==> src/rtl/assert_macros.svh <==
// Assertion macros for the RTL modules.
`ifndef ASSERT_MACROS_SVH
`define ASSERT_MACROS_SVH

// Same-cycle implication, disabled during reset.
`define ASSERT_NOW(lbl, clk, rst_n, ante, cons) \
	lbl: assert property (@(posedge clk) disable iff (!rst_n) (ante) |-> (cons)) \
		else $error("assertion failed");

// Next-cycle implication, disabled during reset.
`define ASSERT_NEXT(lbl, clk, rst_n, ante, cons) \
	lbl: assert property (@(posedge clk) disable iff (!rst_n) (ante) |=> (cons)) \
		else $error("assertion failed");

`endif

==> src/rtl/bvs_pkg.sv <==
// Types and constants of the battery voltage supervisor.
package bvs_pkg;

	localparam int SAMPLE_W = 10;
	localparam int LEVEL_W  = 10;
	localparam int CAL_W    = 11;
	localparam int DVD_W    = 19;
	localparam int DIVR_W   = 9;
	localparam int CNT_W    = 5;
	localparam int CFG_IDX_W = 3;

	localparam logic [DIVR_W-1:0] REF_NOMINAL = 9'd472;
	localparam logic [LEVEL_W-1:0] REF_LOW    = 10'd439;
	localparam logic [LEVEL_W-1:0] REF_HIGH   = 10'd505;
	localparam logic [11:0] SAMPLE_MAX        = 12'd1023;

	localparam logic signed [CNT_W-1:0] DEBOUNCE_START = 5'sd9;
	localparam logic signed [CNT_W-1:0] CNT_STEP_DOWN  = 5'sd3;
	localparam logic signed [CNT_W-1:0] CNT_STEP_UP    = 5'sd3;
	localparam logic signed [CNT_W-1:0] CNT_STEP_OVER  = 5'sd2;

	localparam logic [LEVEL_W-1:0] RST_REFERENCE  = 10'd472;
	localparam logic [LEVEL_W-1:0] RST_UNDER_ENT  = 10'd163;
	localparam logic [LEVEL_W-1:0] RST_UNDER_EXIT = 10'd173;
	localparam logic [LEVEL_W-1:0] RST_VLOW       = 10'd140;
	localparam logic [LEVEL_W-1:0] RST_VLOW_EXIT  = 10'd157;
	localparam logic [LEVEL_W-1:0] RST_OVER_ENT   = 10'd524;
	localparam logic [LEVEL_W-1:0] RST_OVER_EXIT  = 10'd508;

	typedef enum logic [1:0] {
		BAT_NORMAL = 2'd0,
		BAT_UNDER  = 2'd1,
		BAT_OVER   = 2'd2,
		BAT_RESET  = 2'd3
	} bat_state_t;

	typedef enum logic [CFG_IDX_W-1:0] {
		CFG_REFERENCE  = 3'd0,
		CFG_UNDER_ENT  = 3'd1,
		CFG_UNDER_EXIT = 3'd2,
		CFG_VLOW       = 3'd3,
		CFG_VLOW_EXIT  = 3'd4,
		CFG_OVER_ENT   = 3'd5,
		CFG_OVER_EXIT  = 3'd6
	} cfg_reg_t;

	typedef struct packed {
		logic busy;
		logic done;
	} div_stat_t;

endpackage

==> src/rtl/bvs_div.sv <==
// Bit-serial restoring divider for the gain calibration.
module bvs_div
	import bvs_pkg::*;
(
	input  logic              clk,
	input  logic              arst_n,
	input  logic              start,
	input  logic [DVD_W-1:0]  dividend,
	input  logic [DIVR_W-1:0] divisor,
	output div_stat_t         stat,
	output logic [CAL_W-1:0]  quotient
);

	localparam logic [4:0] LAST_STEP = 5'(DVD_W - 1);

	logic              busy_q;
	logic              done_q;
	logic [4:0]        cnt_q;
	logic [DIVR_W-1:0] rem_q;
	logic [DIVR_W-1:0] divr_q;
	logic [DVD_W-1:0]  dvd_q;

	logic [DIVR_W:0] trial;
	logic [DIVR_W:0] diff;
	logic            ge;

	assign trial = {rem_q, dvd_q[DVD_W-1]};
	assign diff  = trial - {1'b0, divr_q};
	assign ge    = trial >= {1'b0, divr_q};

	always_ff @(posedge clk or negedge arst_n) begin
		if (!arst_n) begin
			busy_q <= 1'b0;
			done_q <= 1'b0;
			cnt_q  <= '0;
		end else begin
			done_q <= 1'b0;
			if (start) begin
				busy_q <= 1'b1;
				cnt_q  <= '0;
			end else if (busy_q) begin
				cnt_q <= cnt_q + 5'd1;
				if (cnt_q == LAST_STEP) begin
					busy_q <= 1'b0;
					done_q <= 1'b1;
				end
			end
		end
	end

	always_ff @(posedge clk) begin
		if (start) begin
			rem_q  <= '0;
			divr_q <= divisor;
			dvd_q  <= dividend;
		end else if (busy_q) begin
			rem_q <= ge ? diff[DIVR_W-1:0] : trial[DIVR_W-1:0];
			dvd_q <= {dvd_q[DVD_W-2:0], ge};
		end
	end

	assign stat.busy = busy_q;
	assign stat.done = done_q;
	assign quotient  = dvd_q[CAL_W-1:0];

endmodule

==> src/rtl/battery_voltage_supervisor_unit.sv <==
// Battery voltage supervisor: gain calibration and debounced four-state monitor.
// Each item passes through the bit-serial divider (19 steps) before its result is registered.
// A new item is accepted only after the previous result has entered the output register.
// The input stalls while a division runs or a result waits for the output register.
// Reset: state under-voltage, supply not started, debounce count 9, levels to defaults.
module battery_voltage_supervisor_unit
	import bvs_pkg::*;
(
	input  logic                 clk,
	input  logic                 arst_n,
	input  logic                 in_valid,
	output logic                 in_stall,
	input  logic [SAMPLE_W-1:0]  adc_sample,
	output logic                 out_valid,
	input  logic                 out_stall,
	output logic [1:0]           battery_status,
	output logic                 supply_ok,
	output logic [SAMPLE_W-1:0]  calibrated_sample,
	input  logic                 cfg_valid,
	output logic                 cfg_ready,
	input  logic [CFG_IDX_W-1:0] cfg_index,
	input  logic [LEVEL_W-1:0]   cfg_data
);

	`include "assert_macros.svh"

	typedef enum logic [1:0] {
		S_IDLE,
		S_DIV,
		S_WAIT
	} fsm_t;

	fsm_t fsm_q;

	logic [LEVEL_W-1:0] ref_q, under_ent_q, under_exit_q, vlow_q, vlow_exit_q;
	logic [LEVEL_W-1:0] over_ent_q, over_exit_q;

	bat_state_t               bat_q;
	logic                     started_q;
	logic signed [CNT_W-1:0]  cnt_q;
	logic                     out_valid_q;
	logic [1:0]               status_q;
	logic                     ok_q;
	logic [SAMPLE_W-1:0]      cal_out_q;

	logic                     start;
	logic [DVD_W-1:0]         dividend;
	logic [DIVR_W-1:0]        divisor;
	div_stat_t                div_st;
	logic [CAL_W-1:0]         quotient;
	logic [CAL_W-1:0]         cal;
	bat_state_t               cur_bat;
	bat_state_t               nxt_bat;
	logic signed [CNT_W-1:0]  cnt_dn;
	logic signed [CNT_W-1:0]  nxt_cnt;
	logic                     fire;
	logic                     out_free;
	logic                     load_out;

	assign cfg_ready = 1'b1;
	assign in_stall  = (fsm_q != S_IDLE);
	assign start     = in_valid && (fsm_q == S_IDLE);
	assign dividend  = DVD_W'(adc_sample) * DVD_W'(REF_NOMINAL);
	assign divisor   = (ref_q < REF_LOW || ref_q > REF_HIGH) ? REF_NOMINAL
		: ref_q[DIVR_W-1:0];

	bvs_div u_div (
		.clk      (clk),
		.arst_n   (arst_n),
		.start    (start),
		.dividend (dividend),
		.divisor  (divisor),
		.stat     (div_st),
		.quotient (quotient)
	);

	always_ff @(posedge clk or negedge arst_n) begin
		if (!arst_n) begin
			ref_q        <= RST_REFERENCE;
			under_ent_q  <= RST_UNDER_ENT;
			under_exit_q <= RST_UNDER_EXIT;
			vlow_q       <= RST_VLOW;
			vlow_exit_q  <= RST_VLOW_EXIT;
			over_ent_q   <= RST_OVER_ENT;
			over_exit_q  <= RST_OVER_EXIT;
		end else if (cfg_valid && cfg_ready) begin
			case (cfg_index)
				CFG_REFERENCE:  ref_q        <= cfg_data;
				CFG_UNDER_ENT:  under_ent_q  <= cfg_data;
				CFG_UNDER_EXIT: under_exit_q <= cfg_data;
				CFG_VLOW:       vlow_q       <= cfg_data;
				CFG_VLOW_EXIT:  vlow_exit_q  <= cfg_data;
				CFG_OVER_ENT:   over_ent_q   <= cfg_data;
				CFG_OVER_EXIT:  over_exit_q  <= cfg_data;
				default: ;
			endcase
		end
	end

	always_comb begin
		cal = ({1'b0, quotient} > SAMPLE_MAX) ? SAMPLE_MAX[CAL_W-1:0] : quotient;
		cur_bat = started_q ? bat_q : BAT_UNDER;
		cnt_dn  = cnt_q - CNT_STEP_DOWN;
		fire    = (cnt_dn <= 5'sd0);
		nxt_bat = cur_bat;
		nxt_cnt = cnt_q;
		case (cur_bat)
			BAT_NORMAL: begin
				if (cal < CAL_W'(under_ent_q)) begin
					nxt_cnt = fire ? DEBOUNCE_START : cnt_dn;
					if (fire) nxt_bat = BAT_UNDER;
				end else if (cal > CAL_W'(over_ent_q)) begin
					nxt_cnt = fire ? DEBOUNCE_START : cnt_dn;
					if (fire) nxt_bat = BAT_OVER;
				end else if (cnt_q < DEBOUNCE_START) begin
					nxt_cnt = cnt_q + CNT_STEP_UP;
				end
			end
			BAT_UNDER: begin
				if (cal > CAL_W'(under_exit_q)) begin
					nxt_cnt = fire ? DEBOUNCE_START : cnt_dn;
					if (fire) nxt_bat = BAT_NORMAL;
				end else if (cal < CAL_W'(vlow_q)) begin
					nxt_cnt = fire ? DEBOUNCE_START : cnt_dn;
					if (fire) nxt_bat = BAT_RESET;
				end else if (cnt_q < DEBOUNCE_START) begin
					nxt_cnt = cnt_q + CNT_STEP_UP;
				end
			end
			BAT_RESET: begin
				if (cal > CAL_W'(vlow_exit_q)) begin
					nxt_cnt = fire ? DEBOUNCE_START : cnt_dn;
				end else if (cnt_q < DEBOUNCE_START) begin
					nxt_cnt = cnt_q + CNT_STEP_UP;
				end
			end
			default: begin
				if (cal < CAL_W'(over_exit_q)) begin
					nxt_cnt = fire ? DEBOUNCE_START : cnt_dn;
					if (fire) nxt_bat = BAT_NORMAL;
				end else if (cnt_q < DEBOUNCE_START) begin
					nxt_cnt = cnt_q + CNT_STEP_OVER;
				end
			end
		endcase
	end

	assign out_free = !out_valid_q || !out_stall;
	assign load_out = ((fsm_q == S_DIV && div_st.done) || fsm_q == S_WAIT) && out_free;

	always_ff @(posedge clk or negedge arst_n) begin
		if (!arst_n) begin
			fsm_q       <= S_IDLE;
			bat_q       <= BAT_UNDER;
			started_q   <= 1'b0;
			cnt_q       <= DEBOUNCE_START;
			out_valid_q <= 1'b0;
			status_q    <= '0;
			ok_q        <= 1'b0;
			cal_out_q   <= '0;
		end else begin
			if (load_out) begin
				out_valid_q <= 1'b1;
			end else if (out_valid_q && !out_stall) begin
				out_valid_q <= 1'b0;
			end
			case (fsm_q)
				S_IDLE: begin
					if (in_valid) fsm_q <= S_DIV;
				end
				S_DIV, S_WAIT: begin
					if (fsm_q == S_WAIT || div_st.done) begin
						if (out_free) begin
							bat_q       <= nxt_bat;
							cnt_q       <= nxt_cnt;
							started_q   <= 1'b1;
							status_q    <= nxt_bat;
							ok_q        <= (nxt_bat == BAT_NORMAL);
							cal_out_q   <= cal[SAMPLE_W-1:0];
							fsm_q       <= S_IDLE;
						end else begin
							fsm_q <= S_WAIT;
						end
					end
				end
				default: fsm_q <= S_IDLE;
			endcase
		end
	end

	assign out_valid         = out_valid_q;
	assign battery_status    = status_q;
	assign supply_ok         = ok_q;
	assign calibrated_sample = cal_out_q;

	`ASSERT_NEXT(a_stall_after_accept, clk, arst_n, in_valid && !in_stall, in_stall)
	`ASSERT_NOW(a_div_busy_in_div, clk, arst_n, div_st.busy, fsm_q == S_DIV)
	`ASSERT_NOW(a_cnt_range, clk, arst_n, 1'b1, cnt_q >= -5'sd2 && cnt_q <= 5'sd14)
	`ASSERT_NEXT(a_reset_sticky, clk, arst_n, started_q && bat_q == BAT_RESET, bat_q == BAT_RESET)
	`ASSERT_NOW(a_ok_normal, clk, arst_n, out_valid && supply_ok, battery_status == BAT_NORMAL)

endmodule

==> config.mk <==
export PLATFORM = sky130hd
export DESIGN_NAME = battery_voltage_supervisor_unit
export DESIGN_NICKNAME = d
export VERILOG_FILES = /design/src/rtl/bvs_pkg.sv /design/src/rtl/bvs_div.sv /design/src/rtl/battery_voltage_supervisor_unit.sv
export VERILOG_INCLUDE_DIRS = /design/src /design/src/rtl
export SDC_FILE = /design/constraint.sdc
export NUM_CORES = 1
export LEC_CHECK = 0
export BUFFER_PORTS_ARGS = -buffer_cell sky130_fd_sc_hd__buf_4
export CORE_MARGIN = 1
export CORE_UTILIZATION = 50
export CTS_CLUSTER_DIAMETER = 120
export CTS_CLUSTER_SIZE = 8
export DETAILED_ROUTE_END_ITERATION = 12
export HOLD_SLACK_MARGIN = 0.1
export PLACE_DENSITY = 0.68
export SLEW_MARGIN = 20
export SYNTH_ARGS = -nofsm -noshare
export SYNTH_HDL_FRONTEND = slang
export SYNTH_SLANG_ARGS = --single-unit
==> constraint.sdc <==
create_clock -name clk -period 7.2 [get_ports clk]
set_clock_uncertainty 0.05 [all_clocks]
set_input_delay 0.72 -clock clk [delete_from_list [all_inputs] [get_ports clk]]
set_output_delay 0.72 -clock clk [all_outputs]
set_load 0.1 [all_outputs]
==> flow_summary.json <==
{
  "cap_viol_max_count": 0,
  "h-tree-depth": 4,
  "grt_first_pass_wirelength_mm": 32.62,
  "ant_nets": 0,
  "hp-class": "primary input to asynchronous set/reset pin",
  "synth_most_common_cell": "ha_1",
  "synth_edf_count": 25,
  "crit_arrival_ns": 4.37,
  "grt_pass1_vias": 6524,
  "setup_viol": 0,
  "cp-end-kind": "flop",
  "status": "finished, final reports clean",
  "path_cells": "buf_4 -> inv_1 -> fa_1 -> fa_1 -> fa_1 -> inv_1 -> ha_1 -> and2_1 -> a311o_1 -> a31oi_1 -> nor2b_1 -> o21a_1 -> o41ai_2 -> xor2_1 -> o21ai_0",
  "dp_hpwl_mm": 13.92,
  "comb_power_share": 0.504,
  "numCtsBuffers": 17,
  "area_growth_pct": 12.22,
  "ys.flop_type": "dfrtp_1",
  "drive_gt1_frac": 0.1904,
  "multi_input_comb_area_um2": 5130,
  "rows": 49,
  "use_met3": 0.03974,
  "drc_errors": 0,
  "period_share": 0.5922,
  "die_y_um": 137.5,
  "rsz0062_at_grt": "no",
  "hold_viol_final": 0,
  "syn-instance-count": 906,
  "ctsHoldBuffers": 0,
  "wire_per_inst_um": 16.47,
  "cts-resized-gates": 0,
  "first_pass_iters": 5,
  "grt_usage": 0.2285,
  "peakVddDrop_mv": 0.3207,
  "final_nets": 1113,
  "synth.largest_area_cell": "dfrtp_1",
  "yosys_warnings": 0,
  "rr_worst_depth": 10,
  "drt-total-wl_mm": 19.60,
  "io_buffers": 42,
  "clk_path_buf_depth": 2,
  "critPathLaunchType": "primary input",
  "critPathMostFrequentCell": "fa_1",
  "critical_path.max_stage_delay_ns": 0.57,
  "slowest_stage": "fa_1",
  "crit_required_ns": 7.31,
  "slew_headroom": 0.3233,
  "grt_overflow": 0,
  "grt_start_max_net_pins": 73,
  "syn_area_per_cell_um2": 10.13,
  "post_cts_buffers": 0,
  "register_area_um2": 3537,
  "top_usage_layer": "met2",
  "insertion_delay_ns": 0.42,
  "switching_share": 0.4217,
  "antenna_cells": 0,
  "cts_tree": "built",
  "criticalPathCategory": "primary input to flop",
  "vias_per_cell": 5.468,
  "gp_congestion": 0.8278,
  "critPathMaxFanout": 7,
  "clk_pin_slew_ns": 0.06,
  "first_iter_violations": 343,
  "power.total_mw": 4.185,
  "synth_seq_area_share": 0.3853,
  "clkPwrFrac": 0.202,
  "async_flop_share": 0.7299,
  "io_pins": 44,
  "fp.dieArea_um2": 18910,
  "ys_types": 64,
  "maxSlewViolCount": 0,
  "powerDensity_nw_per_um2": 406.2,
  "ys_ff_latch": 137,
  "die_w_um": 137.5,
  "cts_sinks": 137,
  "pwr-share-seq": 0.294,
  "start_util": 0.5111,
  "yosys-top-cells-count": "ha_1, inv_1, o21ai_0",
  "worst_pin_slew_ns": 1.011,
  "synth_top_area_share": 0.1772,
  "antenna_found_initial": 0,
  "grtUsageMet2": 0.3682,
  "fin_setup_tns_ns": 0,
  "max_freq_mhz": 234.5,
  "synthTopCellsByArea": "dfrtp_1, ha_1, dfstp_2",
  "cts_root_buffer": "clkbuf_16",
  "fillers": 1596,
  "leakagePower_nw": 4.872,
  "grt_use_met1": 0.3148,
  "routed-via-count": 6507,
  "netlist_area_um2": 9181,
  "switchingPower_mw": 1.765,
  "p_int_mw": 2.420,
  "period_minus_slack_ns": 4.264,
  "core-area_um2": 17960
}
==> cells in the final DEF, fill, tap and decap left out, types with 5 or more instances in the layout <==
cell type and n:
nand2_1 64, fa_1 24, a21oi_1 31, and2_1 7, dfrtp_1 65, mux2i_1 13, dfstp_2 35, o21a_1 5
ha_1 113, nand4_1 9, dfxtp_1 12, a31oi_1 6, xor2_1 12, nand2b_1 10, clkbuf_16 18, o211ai_1 6
buf_4 48, mux2_2 54, a21o_1 16, or2_2 11, or3_1 10, nor3_1 13, a211o_1 5, nor2_1 39
nand3_1 28, xnor2_1 10, inv_1 111, o21ai_0 73, nor2b_1 9, a211oi_1 8, edfxtp_1 25
==> final cells by class <==
type,count,area share
Tap cell,229,0.02781
Multi-Input combinational cell,633,0.4979
Timing Repair Buffer,48,0.03497
Clock buffer,25,0.04918
Inverter,111,0.04044
Clock inverter,7,0.006436
Sequential cell,137,0.3433
==> state kept, by name (all words and copies together) (netlist names), 9 cells and up <==
name,cells
u_div.divr_q,9
over_ent_q,10
over_exit_q,10
under_ent_q,10
vlow_q,10
ref_q,10
u_div.dvd_q,19
u_div.rem_q,9
vlow_exit_q,10
under_exit_q,10
calibrated_sample,10
==> per-layer routing <==
layer,routed length [µm],vias up,share of wire
met5,0,-,0
met4,144,0,0.0073
met3,735,12,0.038
met2,9287,87,0.47
met1,9432,3161,0.48
li1,-,3247,-
==> path summary, 6_finish.rpt <==
path,slack [ns],startpoint,end
max,2.94,adc_sample[1],u_div.dvd_q[17]
min,0.16,arst_n,calibrated_sample[0]
max reg2reg,3.57,u_div.dvd_q[10],cnt_q[1]
min reg2reg,0.42,u_div.rem_q[8],u_div.rem_q[8]
max in group asynchronous,5.69,arst_n,ref_q[2]
min in group clk,0.42,u_div.rem_q[8],u_div.rem_q[8]
==> kinds of logic after synthesis <==
| logic type | count (synthesis) | share of synthesized area |
|---|---|---|
| AND/OR/NAND/NOR | 215 | 0.1158 |
| AO/OA/AOI/OAI | 189 | 0.1334 |
| buffers and inverters | 138 | 0.05737 |
| adder cells (fa/ha/maj) | 137 | 0.2063 |
| flip-flops | 137 | 0.3853 |
| multiplexers | 67 | 0.08040 |
| XOR/XNOR | 22 | 0.02099 |
| other | 1 | 0.0004084 |
==> worst max-delay path, delay by kind of cell <==
kind	cells	cell delay, ns
AOI/OAI and AO/OA	5	1.08
buffers and inverters	3	0.21
xor gates and xnor gates	1	0.16
and+or+nand+nor	2	0.27
adders and majority gates	4	1.93
==> power groups by stage <==
| stage | Sequential, mW | Combinational (mW) | Clock (mW) |
|---|---|---|---|
| floorplan | 1.37 | 1.44 | 0 |
| detailed placement | 1.24 | 2.10 | 0 |
| global placement | 1.23 | 2.06 | 0 |
| global route | 1.26 | 2.38 | 0.893 |
| finish | 1.23 | 2.11 | 0.847 |
| CTS | 1.23 | 2.12 | 0.861 |
==> metrics by stage <==
step | util | instances | cell area (µm²) | hold WS [ns] | setup slack (ns)
3_3_place_gp | 0.5417 | 1158 | 9731 | 0.4093 | 2.592
6_report | 0.5736 | 1190 | 10300 | 0.1559 | 2.936
3_5_place_dp | 0.5417 | 1158 | 9731 | 0.4220 | 2.462
5_1_grt | 0.5736 | 1190 | 10300 | 0.1754 | 2.727
2_1_floorplan | - | 908 | 9189 | 0.3744 | 2.853
4_1_cts | 0.5736 | 1190 | 10300 | 0.1693 | 2.913
Note: power is estimated with default switching activity, not from simulation.
